File: config.mk
export PLATFORM = sky130hd
export DESIGN_NAME = graph_link_store_with_reachability_flat
export DESIGN_NICKNAME = d
export VERILOG_FILES = /design/src/rtl/core/glsr_pkg.sv /design/src/rtl/core/glsr_in_if.sv /design/src/rtl/core/glsr_out_if.sv /design/src/rtl/core/glsr_adj_store.sv /design/src/rtl/core/graph_link_store_with_reachability.sv /design/src/flat_wrapper.sv
export SDC_FILE = /design/constraint.sdc
export NUM_CORES = 2
export LEC_CHECK = 0
export ABC_AREA = 1
export BUFFER_PORTS_ARGS = -buffer_cell sky130_fd_sc_hd__buf_2
export CORE_ASPECT_RATIO = 0.5
export CORE_MARGIN = 2
export CORE_UTILIZATION = 40
export DETAILED_ROUTE_END_ITERATION = 7
export MAX_ROUTING_LAYER = met4
export PLACE_DENSITY_LB_ADDON = 0.2
export SYNTH_ARGS = -nofsm -noshare
export SYNTH_HDL_FRONTEND = slang
export SYNTH_SLANG_ARGS = --single-unit
File: constraint.sdc
create_clock -name clk -period 8.05 [get_ports clk]
set_clock_uncertainty 0.05 [all_clocks]
set_input_delay 0.805 -clock clk [delete_from_list [all_inputs] [get_ports clk]]
set_output_delay 0.805 -clock clk [all_outputs]
set_load 0.02 [all_outputs]
File: src/rtl/core/glsr_pkg.sv
// Shared types and constants for the graph link store.
`timescale 1ns / 1ps

package glsr_pkg;

  // Field widths of the channel words
  localparam int NODE_W = 5;
  localparam int FUNC_W = 2;
  localparam int CFG_W  = 6;
  // Node count after saturation fits in one more bit than the register
  localparam int CNT_W  = 7;

  // Operation codes
  localparam logic [FUNC_W-1:0] FUNC_CONNECT = 2'd0;
  localparam logic [FUNC_W-1:0] FUNC_REACH   = 2'd1;
  localparam logic [FUNC_W-1:0] FUNC_DIRECT  = 2'd2;
  localparam logic [FUNC_W-1:0] FUNC_CLEAR   = 2'd3;

  // Command group from the controller to the link store
  typedef struct packed {
    logic clear;
    logic rd;
    logic wr;
  } adj_cmd_t;

endpackage

File: src/rtl/core/glsr_in_if.sv
// Request channel: valid/ready handshake carrying one operation word.
`timescale 1ns / 1ps

interface glsr_in_if
  import glsr_pkg::*;
  ();
  logic              valid;
  logic              ready;
  logic [FUNC_W-1:0] func;
  logic [NODE_W-1:0] node_a;
  logic [NODE_W-1:0] node_b;
  logic              pair_allowed;

  modport source (output valid, func, node_a, node_b, pair_allowed, input ready);
  modport sink   (input valid, func, node_a, node_b, pair_allowed, output ready);
endinterface

File: src/rtl/core/glsr_out_if.sv
// Result channel: valid/ready handshake carrying one result word.
`timescale 1ns / 1ps

interface glsr_out_if;
  logic valid;
  logic ready;
  logic answer;
  logic link_added;

  modport source (output valid, answer, link_added, input ready);
  modport sink   (input valid, answer, link_added, output ready);
endinterface

File: src/rtl/core/glsr_adj_store.sv
// Adjacency row memory with per-row valid bits, so clear needs no pass over the rows.
`timescale 1ns / 1ps

module glsr_adj_store
  import glsr_pkg::*;
#(
  parameter int ROWS = 32,
  parameter int AW   = 5
) (
  input  logic            clk,
  input  logic            rst_n,
  input  adj_cmd_t        cmd,
  input  logic [AW-1:0]   rd_addr,
  input  logic [AW-1:0]   wr_addr,
  input  logic [ROWS-1:0] wr_row,
  output logic [ROWS-1:0] rd_row
);

  logic [ROWS-1:0] mem [ROWS];
  logic [ROWS-1:0] rd_q_r;
  logic            rd_vld_r;
  logic            rd_vld_nxt;
  logic [ROWS-1:0] valid_r;
  logic [ROWS-1:0] valid_nxt;

  // Row storage: one write port, one registered read port
  always_ff @(posedge clk) begin
    if (cmd.wr) begin
      mem[wr_addr] <= wr_row;
    end
    if (cmd.rd) begin
      rd_q_r <= mem[rd_addr];
    end
  end

  // Valid bits: a row never written since clear reads as zero
  always_comb begin
    valid_nxt = valid_r;
    if (cmd.clear) begin
      valid_nxt = '0;
    end else if (cmd.wr) begin
      valid_nxt[wr_addr] = 1'b1;
    end
    rd_vld_nxt = rd_vld_r;
    if (cmd.rd) begin
      rd_vld_nxt = valid_r[rd_addr] & ~cmd.clear;
    end
  end

  always_ff @(posedge clk) begin
    if (!rst_n) begin
      valid_r  <= '0;
      rd_vld_r <= 1'b0;
    end else begin
      valid_r  <= valid_nxt;
      rd_vld_r <= rd_vld_nxt;
    end
  end

  assign rd_row = rd_vld_r ? rd_q_r : '0;

endmodule

File: src/rtl/core/graph_link_store_with_reachability.sv
// Top level: undirected link store with connect, reachability and link queries.
`timescale 1ns / 1ps

// Holds a symmetric adjacency matrix, one row per node in a synchronous memory
// with a registered read. A word is taken only when the controller is idle.
// Clear and a direct-link query go from S_ROWA to S_DONE, where the result
// register loads once the output is free. A connect or reachability query reads
// the row of node_a, then walks the graph one adjacency row per cycle; a
// connect that adds a link writes row a and reads row b, then writes row b in
// S_ROWB. The controller returns to idle as the result register loads, and a
// result waiting for the receiver holds off the input. Clear empties the matrix
// through per-row valid bits, so there is no clearing pass after reset.
// node_count values above MAX_NODES act as MAX_NODES.

module graph_link_store_with_reachability
  import glsr_pkg::*;
#(
  parameter int MAX_NODES = 32
) (
  input  logic             clk,
  input  logic             rst_n,
  input  logic             cfg_we,
  input  logic [CFG_W-1:0] cfg_wdata,
  glsr_in_if.sink          in_ch,
  glsr_out_if.source       out_ch
);

  localparam int NW = (MAX_NODES > 1) ? $clog2(MAX_NODES) : 1;

  localparam logic [2:0] S_IDLE = 3'd0;
  localparam logic [2:0] S_ROWA = 3'd1;
  localparam logic [2:0] S_WALK = 3'd2;
  localparam logic [2:0] S_ROWB = 3'd3;
  localparam logic [2:0] S_DONE = 3'd4;

  logic [2:0]           state_r, state_nxt;
  logic [CFG_W-1:0]     node_count_r;
  logic [FUNC_W-1:0]    func_r, func_nxt;
  logic [NODE_W-1:0]    a_r, a_nxt;
  logic [NODE_W-1:0]    b_r, b_nxt;
  logic                 allowed_r, allowed_nxt;
  logic [MAX_NODES-1:0] rowa_r, rowa_nxt;
  logic [MAX_NODES-1:0] vis_r, vis_nxt;
  logic [MAX_NODES-1:0] pend_r, pend_nxt;
  logic                 ans_r, ans_nxt;
  logic                 add_r, add_nxt;
  logic                 out_valid_r, out_valid_nxt;
  logic                 out_ans_r, out_ans_nxt;
  logic                 out_add_r, out_add_nxt;

  logic [CNT_W-1:0]     n_eff;
  logic [MAX_NODES-1:0] lim;
  logic                 in_range;
  logic [NW-1:0]        a_idx, b_idx;
  logic [MAX_NODES-1:0] a_oh, b_oh;
  logic [MAX_NODES-1:0] row;
  logic [MAX_NODES-1:0] vis_base, pend_base, fresh, pend_all, pend_rest;
  logic [MAX_NODES-1:0] rowa_eff;
  logic [NW-1:0]        pick;
  logic                 found;
  logic                 pair_ok;
  logic                 accept;
  logic                 out_free;

  adj_cmd_t             cmd;
  logic [NW-1:0]        rd_addr, wr_addr;
  logic [MAX_NODES-1:0] wr_row;

  // Lowest set bit of a node set
  function automatic logic [NW-1:0] lowest(input logic [MAX_NODES-1:0] v);
    logic [NW-1:0] idx;
    idx = '0;
    for (int i = MAX_NODES - 1; i >= 0; i--) begin
      if (v[i]) begin
        idx = NW'(i);
      end
    end
    return idx;
  endfunction

  glsr_adj_store #(
    .ROWS (MAX_NODES),
    .AW   (NW)
  ) u_store (
    .clk     (clk),
    .rst_n   (rst_n),
    .cmd     (cmd),
    .rd_addr (rd_addr),
    .wr_addr (wr_addr),
    .wr_row  (wr_row),
    .rd_row  (row)
  );

  // Active node count and mask of nodes in use
  always_comb begin
    n_eff = (CNT_W'(node_count_r) > CNT_W'(MAX_NODES)) ? CNT_W'(MAX_NODES)
                                                       : CNT_W'(node_count_r);
    for (int i = 0; i < MAX_NODES; i++) begin
      lim[i] = (CNT_W'(i) < n_eff);
    end
  end

  assign a_idx    = NW'(a_r);
  assign b_idx    = NW'(b_r);
  assign a_oh     = MAX_NODES'(1) << a_idx;
  assign b_oh     = MAX_NODES'(1) << b_idx;
  assign in_range = (CNT_W'(a_r) < n_eff) && (CNT_W'(b_r) < n_eff);
  assign pair_ok  = in_range && (a_r != b_r) &&
                    ((func_r != FUNC_CONNECT) || allowed_r);

  // One walk step: expand the row just read
  assign vis_base  = (state_r == S_ROWA) ? a_oh : vis_r;
  assign pend_base = (state_r == S_ROWA) ? '0 : pend_r;
  assign fresh     = row & lim & ~vis_base;
  assign found     = fresh[b_idx];
  assign pend_all  = pend_base | fresh;
  assign pend_rest = pend_all & (pend_all - MAX_NODES'(1));
  assign pick      = lowest(pend_all);
  assign rowa_eff  = (state_r == S_ROWA) ? row : rowa_r;

  assign in_ch.ready = (state_r == S_IDLE);
  assign accept      = in_ch.valid && in_ch.ready;
  assign out_free    = !out_valid_r || out_ch.ready;

  // Controller
  always_comb begin
    state_nxt   = state_r;
    func_nxt    = func_r;
    a_nxt       = a_r;
    b_nxt       = b_r;
    allowed_nxt = allowed_r;
    rowa_nxt    = rowa_r;
    vis_nxt     = vis_r;
    pend_nxt    = pend_r;
    ans_nxt     = ans_r;
    add_nxt     = add_r;
    cmd         = '0;
    rd_addr     = pick;
    wr_addr     = a_idx;
    wr_row      = rowa_eff | b_oh;

    unique case (state_r)
      S_IDLE: begin
        if (accept) begin
          func_nxt    = in_ch.func;
          a_nxt       = in_ch.node_a;
          b_nxt       = in_ch.node_b;
          allowed_nxt = in_ch.pair_allowed;
          cmd.rd      = 1'b1;
          rd_addr     = NW'(in_ch.node_a);
          cmd.clear   = (in_ch.func == FUNC_CLEAR);
          state_nxt   = S_ROWA;
        end
      end

      S_ROWA, S_WALK: begin
        ans_nxt  = 1'b0;
        add_nxt  = 1'b0;
        rowa_nxt = rowa_eff;
        if (func_r == FUNC_CLEAR) begin
          state_nxt = S_DONE;
        end else if (func_r == FUNC_DIRECT) begin
          ans_nxt   = in_range && row[b_idx];
          state_nxt = S_DONE;
        end else if ((state_r == S_ROWA) && !pair_ok) begin
          state_nxt = S_DONE;
        end else if (found) begin
          ans_nxt   = 1'b1;
          state_nxt = S_DONE;
        end else if (pend_all == '0) begin
          // Not reachable: a connect links the pair, row a first
          if (func_r == FUNC_CONNECT) begin
            cmd.wr    = 1'b1;
            cmd.rd    = 1'b1;
            rd_addr   = b_idx;
            state_nxt = S_ROWB;
          end else begin
            state_nxt = S_DONE;
          end
        end else begin
          cmd.rd    = 1'b1;
          vis_nxt   = vis_base | fresh;
          pend_nxt  = pend_rest;
          state_nxt = S_WALK;
        end
      end

      S_ROWB: begin
        cmd.wr    = 1'b1;
        wr_addr   = b_idx;
        wr_row    = row | a_oh;
        ans_nxt   = 1'b1;
        add_nxt   = 1'b1;
        state_nxt = S_DONE;
      end

      S_DONE: begin
        if (out_free) begin
          state_nxt = S_IDLE;
        end
      end

      default: begin
        state_nxt = S_IDLE;
      end
    endcase
  end

  // Output word register
  always_comb begin
    out_valid_nxt = out_valid_r && !out_ch.ready;
    out_ans_nxt   = out_ans_r;
    out_add_nxt   = out_add_r;
    if ((state_r == S_DONE) && out_free) begin
      out_valid_nxt = 1'b1;
      out_ans_nxt   = ans_r;
      out_add_nxt   = add_r;
    end
  end

  assign out_ch.valid      = out_valid_r;
  assign out_ch.answer     = out_ans_r;
  assign out_ch.link_added = out_add_r;

  always_ff @(posedge clk) begin
    if (!rst_n) begin
      state_r      <= S_IDLE;
      node_count_r <= '0;
      out_valid_r  <= 1'b0;
    end else begin
      state_r     <= state_nxt;
      out_valid_r <= out_valid_nxt;
      if (cfg_we) begin
        node_count_r <= cfg_wdata;
      end
    end
  end

  always_ff @(posedge clk) begin
    func_r    <= func_nxt;
    a_r       <= a_nxt;
    b_r       <= b_nxt;
    allowed_r <= allowed_nxt;
    rowa_r    <= rowa_nxt;
    vis_r     <= vis_nxt;
    pend_r    <= pend_nxt;
    ans_r     <= ans_nxt;
    add_r     <= add_nxt;
    out_ans_r <= out_ans_nxt;
    out_add_r <= out_add_nxt;
  end

endmodule

File: src/flat_wrapper.sv
// flat-port wrapper written by rule: the top's interface ports become plain ports
module graph_link_store_with_reachability_flat import glsr_pkg::*;
#(
  parameter int MAX_NODES = 32
)
  (clk, rst_n, cfg_we, cfg_wdata, in_ch_valid, in_ch_func, in_ch_node_a, in_ch_node_b, in_ch_pair_allowed, in_ch_ready, out_ch_valid, out_ch_answer, out_ch_link_added, out_ch_ready);
  glsr_in_if in_ch_i ();
  glsr_out_if out_ch_i ();
  input  logic clk;
  input  logic rst_n;
  input  logic cfg_we;
  input  logic [CFG_W-1:0] cfg_wdata;
  input wire logic [$bits(in_ch_i.valid)-1:0] in_ch_valid;
  input wire logic [$bits(in_ch_i.func)-1:0] in_ch_func;
  input wire logic [$bits(in_ch_i.node_a)-1:0] in_ch_node_a;
  input wire logic [$bits(in_ch_i.node_b)-1:0] in_ch_node_b;
  input wire logic [$bits(in_ch_i.pair_allowed)-1:0] in_ch_pair_allowed;
  output wire logic [$bits(in_ch_i.ready)-1:0] in_ch_ready;
  output wire logic [$bits(out_ch_i.valid)-1:0] out_ch_valid;
  output wire logic [$bits(out_ch_i.answer)-1:0] out_ch_answer;
  output wire logic [$bits(out_ch_i.link_added)-1:0] out_ch_link_added;
  input wire logic [$bits(out_ch_i.ready)-1:0] out_ch_ready;
  assign in_ch_i.valid = in_ch_valid;
  assign in_ch_i.func = in_ch_func;
  assign in_ch_i.node_a = in_ch_node_a;
  assign in_ch_i.node_b = in_ch_node_b;
  assign in_ch_i.pair_allowed = in_ch_pair_allowed;
  assign in_ch_ready = in_ch_i.ready;
  assign out_ch_valid = out_ch_i.valid;
  assign out_ch_answer = out_ch_i.answer;
  assign out_ch_link_added = out_ch_i.link_added;
  assign out_ch_i.ready = out_ch_ready;
  graph_link_store_with_reachability #(.MAX_NODES(MAX_NODES)) u_core (.clk(clk), .rst_n(rst_n), .cfg_we(cfg_we), .cfg_wdata(cfg_wdata), .in_ch(in_ch_i), .out_ch(out_ch_i));
endmodule
==> flow_summary.ini <==
[timing]
fin_crit_sh_pct = 83.5
fin_crit_ns = 6.72
hold_viol_final = 0
rsz0062_at_grt = false
fmaxAchievable_ghz = 0.149
whs_ns = 0.201
relSlewSlack_pct = 20.2
tns_ns = 0
setup_viol = 0
tightest_slew_ns = 1.19
drv_slew = 0

[cts]
cts_tree = done
cts_buffers = 112
root_buffer = clkbuf_16
cts.repair.resized = 0
clk_pin_slew_ns = 0.07
cts_post_setup_buffers_inserted = 0
clock_latency_ns = 0.75
cts.htree.levels = 3
ctsHoldBuffers = 0
cts_sinks = 1211
cts_max_path_buffers = 3

[final_layout]
drive_above_1_share_pct = 10.3
multi_input_comb_area_um2 = 13400
syn2layout_area_growth_pct = 12.3
final_core_util_pct = 45.3
nFillCells = 11600
nNetsFinal = 4516
seq_area_um2 = 35900

[detailed_routing]
drtPass1Iterations = 6
route.detailed.drc = 0
wl_met3_um = 14700
initialDrtViolationCount = 4861
ant_nets = 0
vias = 36000
wl_met1_um = 73500
wl_per_cell_um = 25.6
wirelength_um = 161000
viasPerCell = 5.72
wl_met2_um = 69700
highest_layer = met4

[power_and_ir_drop]
vdd_drop_max_mv = 0.167
power_density_nw_per_um2 = 254
leakagePower_nw = 20.0

[outcome]
status = finished clean

[floorplan]
chipWidth_um = 513
io_pins = 28
start_util_pct = 40.3
core-area_um2 = 129000
fp.dieArea_um2 = 133000
die_y_um = 259
std_cell_rows = 93

[critical_path]
reg2reg_depth = 29
cp-end-kind = flop
slowest_delay_ns = 0.86
worst-path-max-fanout = 95
cp_slowest_cell = nor4_1
r2r_end = u_core.u_store.rd_q_r[12]
endpoint = u_core.u_store.rd_q_r[12]
reg2reg_from = u_core.a_idx[2]
cp-start-kind = flop
critPathArrivalTime_ns = 7.25
crit_start = u_core.a_idx[2]
path_class = flop to flop
crit_required_ns = 8.58
r2r_slack_ns = 1.33

[global_routing]
antenna_found_initial = 5
grt_pass1_wl_um = 234000
grt_overflow = 0
grt_pass1_vias = 33200
grt_max_degree = 212
grt_usage_pct = 24.7

[logic_synthesis]
synth_nets = 4533
ys_seq_area_share_pct = 69.3
synth-seq-cells = 1211
async_reset_ff_share_pct = 0
yosys.area.top_type = edfxtp_1
yosys-top-cells-area = edfxtp_1 (68%), o21ai_0 (4.4%), nor2_1 (4.1%)
synth_top_area_share_pct = 67.7
avgSynthCellArea_um2 = 11.5
synth_cell_types = 54
ys_warn_count = 0
yosys.cell_count.top_type = edfxtp_1
synth_edf_count = 1168
ys.flop_type = edfxtp_1
synth_area_um2 = 51800
synthCells = 4501
synth_common_cells = edfxtp_1 (1168), nor2_1 (560), o21ai_0 (451), nand2_1 (431), inv_1 (409)

[placed_design]
portBuffers = 27
dp.final_hpwl_um = 88600
place_congestion = 0.982

[hold_path]
hold_path_class = primary input to flop

[job]
maxCapViolations = 0
==> flip-flops by register name, indices dropped and copies added, names as in the netlist, 6 cells and up <==
name	flops
u_core.node_count_r	6
u_core.pend_r	31
u_core.u_store.rd_q_r	32
u_core.vis_r	32
u_core.u_store.mem	1024
u_core.rowa_r	32
u_core.u_store.valid_r	32
==> worst max-delay path, delay by kind of cell, from the launching register on <==
kind            cells  cell delay [ns]
simple gates       18             2.62
flops               1             0.76
compound gates      5             1.10
buf+inv             6             1.75
==> metal layers <==
metal | up-vias | GRT usage, %
met5 | - | -
met4 | 0 | 5.36
met3 | 221 | 4.06
met2 | 1573 | 35.5
met1 | 18000 | 36.8
li1 | 16200 | -
==> cells in the final DEF, fill, tap and decap left out, types with 24 or more instances in the layout <==
master,count
clkinv_1,30
nand2_1,430
a32oi_2,24
o21ai_1,163
nand4_1,52
clkinv_2,25
nand3_1,203
edfxtp_1,1168
inv_1,407
o21ai_0,448
a21oi_1,271
clkbuf_16,113
dfxtp_1,43
o211ai_1,261
nor2_1,527
buf_12,24
or2_2,29
buf_2,27
nor2_4,37
buf_4,101
==> report_power, final <==
part / switching (mW) / total [mW] / internal [mW] / leakage [nW]
Sequential: 0.0799 / 7.23 / 7.15 / 10.9
Clock: 2.43 / 5.50 / 3.06 / 1.84
Combinational: 1.51 / 2.05 / 0.540 / 7.30
==> area by class of cell <==
type | count | share of cell area [%]
Antenna cell | 1 | 0.00430
Multi-Input combinational cell | 2573 | 23.0
Sequential cell | 1211 | 61.7
Timing Repair Buffer | 152 | 2.36
Inverter | 434 | 2.86
Tap cell | 1710 | 3.68
Clock inverter | 71 | 1.23
Clock buffer | 135 | 5.16
==> how the worst min path moves through the flow <==
| stage | from | endpoint | slack, ns | cells after the start |
|---|---|---|---|---|
| floorplan | u_core.ans_r | u_core.out_ch.answer | 0.35 | 0 |
| global placement | u_core.ans_r | u_core.out_ch.answer | 0.37 | 0 |
| detailed placement | u_core.add_r | u_core.out_ch.link_added | 0.37 | 0 |
| CTS | in_ch_node_b[2] | u_core.b_idx[2] | 0.16 | 1 |
| global route | in_ch_node_b[2] | u_core.b_idx[2] | 0.18 | 1 |
| finish | in_ch_node_b[1] | u_core.b_idx[1] | 0.20 | 1 |
==> kinds of logic (layout without fill, tap and decap cells) <==
group,Yosys count,after routing,synth area share (%)
adders and majority gates,8,8,0.193
buffers and inverters,717,792,5.87
other,0,1,0
xor gates and xnor gates,1,1,0.0169
AOI/OAI and AO/OA,1239,1239,13.8
and+or+nand+nor,1325,1325,10.8
DFF,1211,1211,69.3
==> metrics by stage <==
stage	area, µm²	setup WS (ns)	total power, mW	cells
detailed placement	54500	1.61	9.39	6080
floorplan	51800	1.01	8.69	4501
finish	58200	1.33	14.8	6287
global placement	54500	1.63	9.37	6080
global route	58200	0.967	15.3	6287
CTS	58200	1.57	14.8	6286
(Power assumes the default switching activity.)
